===== src/sv/ffq_pkg.sv =====
// ----------------------------------------------------------------------------
// ffq_pkg
// shared constants, result codes and controller/datapath interface structs
// for the fast-forward ring queue engine
// ----------------------------------------------------------------------------
package ffq_pkg;

  // ring depth; positions are the low bits of a counter, so a power of two
  localparam int unsigned QUEUE_DEPTH = 256;
  localparam int unsigned IDX_W       = $clog2(QUEUE_DEPTH);

  localparam int unsigned WORD_W  = 32;
  localparam int unsigned LIMIT_W = 6;
  localparam int unsigned SLOT_W  = 8;

  localparam logic [LIMIT_W-1:0] PROBE_LIMIT_RESET = LIMIT_W'(20);

  // operation codes
  localparam logic OP_ENQ = 1'b0;
  localparam logic OP_DEQ = 1'b1;

  // result status codes
  localparam logic [1:0] ST_OK        = 2'd0;
  localparam logic [1:0] ST_FULL      = 2'd1;
  localparam logic [1:0] ST_GAP       = 2'd2;
  localparam logic [1:0] ST_NOT_READY = 2'd3;

  // controller -> datapath
  typedef struct packed {
    logic accept;       // word taken at the port
    logic deq_read;     // take head ticket, read its cell
    logic enq_gap;      // tail cell occupied: mark gap, advance tail
    logic enq_store;    // tail cell free: store word, advance tail
    logic enq_give_up;  // probe limit reached
    logic deq_finish;   // judge the read cell, emit result
  } ffq_cmd_t;

  // datapath -> controller
  typedef struct packed {
    logic tail_full;
    logic probes_done;
  } ffq_stat_t;

endpackage


===== src/sv/ffq_ctrl.sv =====
// ----------------------------------------------------------------------------
// ffq_ctrl
// sequencing state machine: walks enqueue probes, runs dequeue read/check
// ----------------------------------------------------------------------------
module ffq_ctrl
  import ffq_pkg::*;
(
  input  logic      clk,
  input  logic      rst,
  input  logic      start,
  input  logic      operation,
  input  ffq_stat_t stat,
  output logic      busy,
  output ffq_cmd_t  cmd
);

  typedef enum logic [1:0] {
    S_IDLE,
    S_ENQ,
    S_DEQ
  } state_t;

  state_t state;
  state_t state_next;

  always_comb begin
    cmd        = '0;
    state_next = state;
    unique case (state)
      S_IDLE: begin
        if (start) begin
          cmd.accept   = 1'b1;
          cmd.deq_read = (operation == OP_DEQ);
          state_next   = (operation == OP_DEQ) ? S_DEQ : S_ENQ;
        end
      end
      S_ENQ: begin
        if (stat.probes_done) begin
          cmd.enq_give_up = 1'b1;
          state_next      = S_IDLE;
        end else if (stat.tail_full) begin
          cmd.enq_gap = 1'b1;
        end else begin
          cmd.enq_store = 1'b1;
          state_next    = S_IDLE;
        end
      end
      S_DEQ: begin
        cmd.deq_finish = 1'b1;
        state_next     = S_IDLE;
      end
      default: begin
        state_next = S_IDLE;
      end
    endcase
  end

  always_ff @(posedge clk) begin
    if (rst) begin
      state <= S_IDLE;
      busy  <= 1'b0;
    end else begin
      state <= state_next;
      busy  <= (state_next != S_IDLE);
    end
  end

endmodule


===== config.mk =====
export PLATFORM = sky130hd
export DESIGN_NAME = ffq_ctrl
export DESIGN_NICKNAME = d
export VERILOG_FILES = /design/src/sv/ffq_pkg.sv /design/src/sv/ffq_ctrl.sv
export SDC_FILE = /design/constraint.sdc
export NUM_CORES = 1
export LEC_CHECK = 0
export BUFFER_PORTS_ARGS = -buffer_cell sky130_fd_sc_hd__buf_2
export CORE_AREA = 5 5 42 44
export CTS_CLUSTER_SIZE = 8
export DETAILED_ROUTE_END_ITERATION = 8
export DIE_AREA = 0 0 47 49
export PLACE_DENSITY = 0.39
export SYNTH_ARGS = -nofsm -noshare
export SYNTH_HDL_FRONTEND = slang
export SYNTH_SLANG_ARGS = --single-unit

===== constraint.sdc =====
create_clock -name clk -period 1.35 [get_ports clk]
set_input_delay 0.2025 -clock clk [delete_from_list [all_inputs] [get_ports clk]]
set_output_delay 0.2025 -clock clk [all_outputs]
set_load 0.01 [all_outputs]

* Word-level counts from Yosys, hierarchy flattened
Index checks and enable logic that the tools add are counted.
** Word-level totals
- Flip-flop bits (word level) :: 3
- Bits of input ports :: 6
- Output and inout bits :: 7
- Word-level logic and storage cells :: 19
** Cells by class
- Eq/ne operators :: 2
- Muxes and demuxes :: 13
- Reductions and logical operators :: 2
** Operators by type and width (number)
- $mux W2 :: 7
- $mux W1 :: 4
- $pmux W2 S2 :: 1
- $mux W3 :: 1
- $eq A2 B1 Y1 const B :: 1
- $eq A2 B2 Y1 const B :: 1
- $logic_not A2 Y1 :: 1
- $reduce_bool A2 Y1 :: 1

* Longest topological paths before layout
- Word-level depth :: 4
- Gate-level depth with buffers :: 3

* Worst setup path after synthesis
Ideal clock, no wire load.
- Path type :: register to output
- Start point :: register state[1]
- End point :: output port cmd[2] (netlist name)
- Data arrival time :: 0.884 ns
- Required time :: 1.148 ns
- Slack :: 0.264 ns
- Cell stages (with the launch flop) :: 3
- Cells stage by stage :: dfxtp_1 -> buf_6 -> nor4b_1
** RTL lines
- from (decl) :: line ffq_ctrl.sv:23 : state_t state;
- from (signal assigned) :: line ffq_ctrl.sv:63 : state <= state_next;
- to (decl) :: line ffq_ctrl.sv:14 : output ffq_cmd_t cmd

==> run summary <==
First-pass DRT Iterations - 2
Hpwl dp - 402 um
Fin nets - 38
Post-layout util - 19.6%
Number of diodes - 0
Die Area - 2300 sq um
Critical-path maximum fanout - 6
Global route overflow - 0
Share of post-route cells with drive strength above 1 - 61.3%
Area contributors post-synth - dfxtp_1 (36%), nor4b_1 (11%), a211oi_2 (7.6%), buf_6 (6.8%), nand4bb_1 (6.8%)
Final Power - 0.300 mW
Clock root buffer - clkbuf_4
Setup crit start kind - register
CTS tree - yes
Initial antenna violation count - 0
Non-Filler Instances - 47
Clock Path Buffers - 2
Share of the yosys chip area belonging to registers - 36.4%
Seq cells post-synth - 3
Pins over their slew limit - 0
Global placer's final weighted congestion - 0.626
CTS Hold Bufs - 0
Clock H-tree levels - 1
Routed WL - 495 um
Post-Route Setup TNS - 0 ns
Detailed router's first-iteration violation count - 1
Slew headroom - 84.5%
Count of different cell masters after synthesis - 13
RSZ-0062 raised after global routing - no
Area delta synth->final - 65.9%
Final setup violation count - 0
Required @ worst endpoint - 1.15 ns
Synth area leader - dfxtp_1
WL/cell - 10.5 um
Die height - 49 um
Hold_sp - rst
First-pass GRT wire length - 821 um
Largest net degree at the start of global routing - 10
Synthesized cell area - 165 sq um
CTS buffer count - 3
Crit share post-route - 95.6%
Overall Global Routing Usage - 5.21%
Ys Warns - 0
Fmax - 0.775 GHz
Placed cell count - 43
Outcome - complete, no violations
Max-cap violations - 0
# clock sinks - 3
Min-delay worst type - input port to register
Row cnt - 14
DIE WIDTH - 47 um
Vias in the first global route - 211
I/O Pins - 13
Final hold viol count - 0
Routed vias - 184
Max VDD drop - 0.000355 V
Skew-Pair Late Insertion Delay - 0.23 ns
Reg2Reg Launch Point - state[0]
Tmin final - 1.29 ns
Synthesized net count - 22
Arr. time, crit path - 1.09 ns
Post-Syn Instances - 16
Clock-pin slew of the registers on the worst-case setup and hold paths - 0.04 ns
Met1 usage - 5.27%
Post-DRT Antenna Nets - 0
Fin Hold WS - 0.170 ns
DRC Markers - 0
Core footprint - 1400 sq um
Crit end category - output pin
Post-synth top area share - 36.4%
Pleak - 0.137 nW
IO buf count - 12
Met3 Use GR - 2.95%
Via density - 3.91
Fill cells - 169
PD cells - 1090 nW/um^2
Most common cell after layout, fill and taps aside - buf_2
GR met2 Demand/Resource - 7.47%
Most frequent cells in the layout - buf_2 (12), clkbuf_4 (3), nor4b_1 (2), dfxtp_1 (2)
Most used routing layer - met2
Mean Syn Cell Area - 10.3 sq um
Crit Path Category - register to output pin
Initial Utilization - 11.8%
Setup crit start - state[0]
Clock skew - 0.00501 ns
Worst Tran Pin Value - 0.229 ns
## state kept, by name (all words and copies together), names as in the netlist
register  cells
busy          1
state         2
## through the flow
step	worst slack, ns	area, sq um
after global routing	0.00202	274
after global placement	0.287	234
after detailed placement	0.191	234
final	0.0595	274
after CTS	0.0000714	273
after floorplan	0.264	165
## path summary, 6_finish.rpt
check | end | slack [ns] | cells past startpoint
max | cmd[4] | 0.06 | 3
min | busy | 0.17 | 2
max reg2reg | state[0] | 0.27 | 2
min reg2reg | busy | 0.51 | 1
## worst max-delay path, stage by stage, from the launching register on
cell and delay, ns:
dfxtp_1 0.34, nand2b_4 0.17, nor3b_2 0.19, buf_2 0.16
## metal layers
metal,wire (um),share of wire (%),vias to the layer above
met4,0,0,0
met5,0,0,-
li1,-,-,90
met2,224,45,17
met1,201,41,77
met3,68,14,0
## layout make-up
class	instances	area, sq um	share of cell area (%)
Clock buffer	4	26.3	9.59
Inverter	1	3.75	1.37
Multi-Input combinational cell	11	103	37.4
Sequential cell	3	61.3	22.4
Tap cell	16	20.0	7.31
Timing Repair Buffer	12	60.1	21.9
## kinds of logic (layout without fill, tap and decap cells)
family | after synthesis | in the layout | share of synthesized area [%]
DFF | 3 | 3 | 36.4
and+or+nand+nor | 9 | 9 | 42.4
buffers and inverters | 2 | 17 | 9.09
AOI/OAI and AO/OA | 2 | 2 | 12.1
## Yosys cell counts
cell type	instances
nor2b_1	1
nor2_1	1
dfxtp_1	3
inv_1	1
nand4bb_1	1
and3b_1	1
buf_6	1
a211oi_1	1
nor3b_1	1
nand2b_1	1
nor4b_1	2
or3b_1	1
a211oi_2	1
## what timing repair did
item | 4_1_cts | 5_1_grt
buffers inserted | 0 | 0
resized for setup | 2 | 1
endpoints found under the setup margin | 1 | 1
hold endpoints to repair | 0 | 0
## where the power goes
group | leakage, nW | switching, mW | internal (mW)
clock network | 0.0150 | 0.0456 | 0.111
logic | 0.0973 | 0.0209 | 0.0231
registers | 0.0251 | 0.00519 | 0.0942
Power figures use the tool's default switching activity.
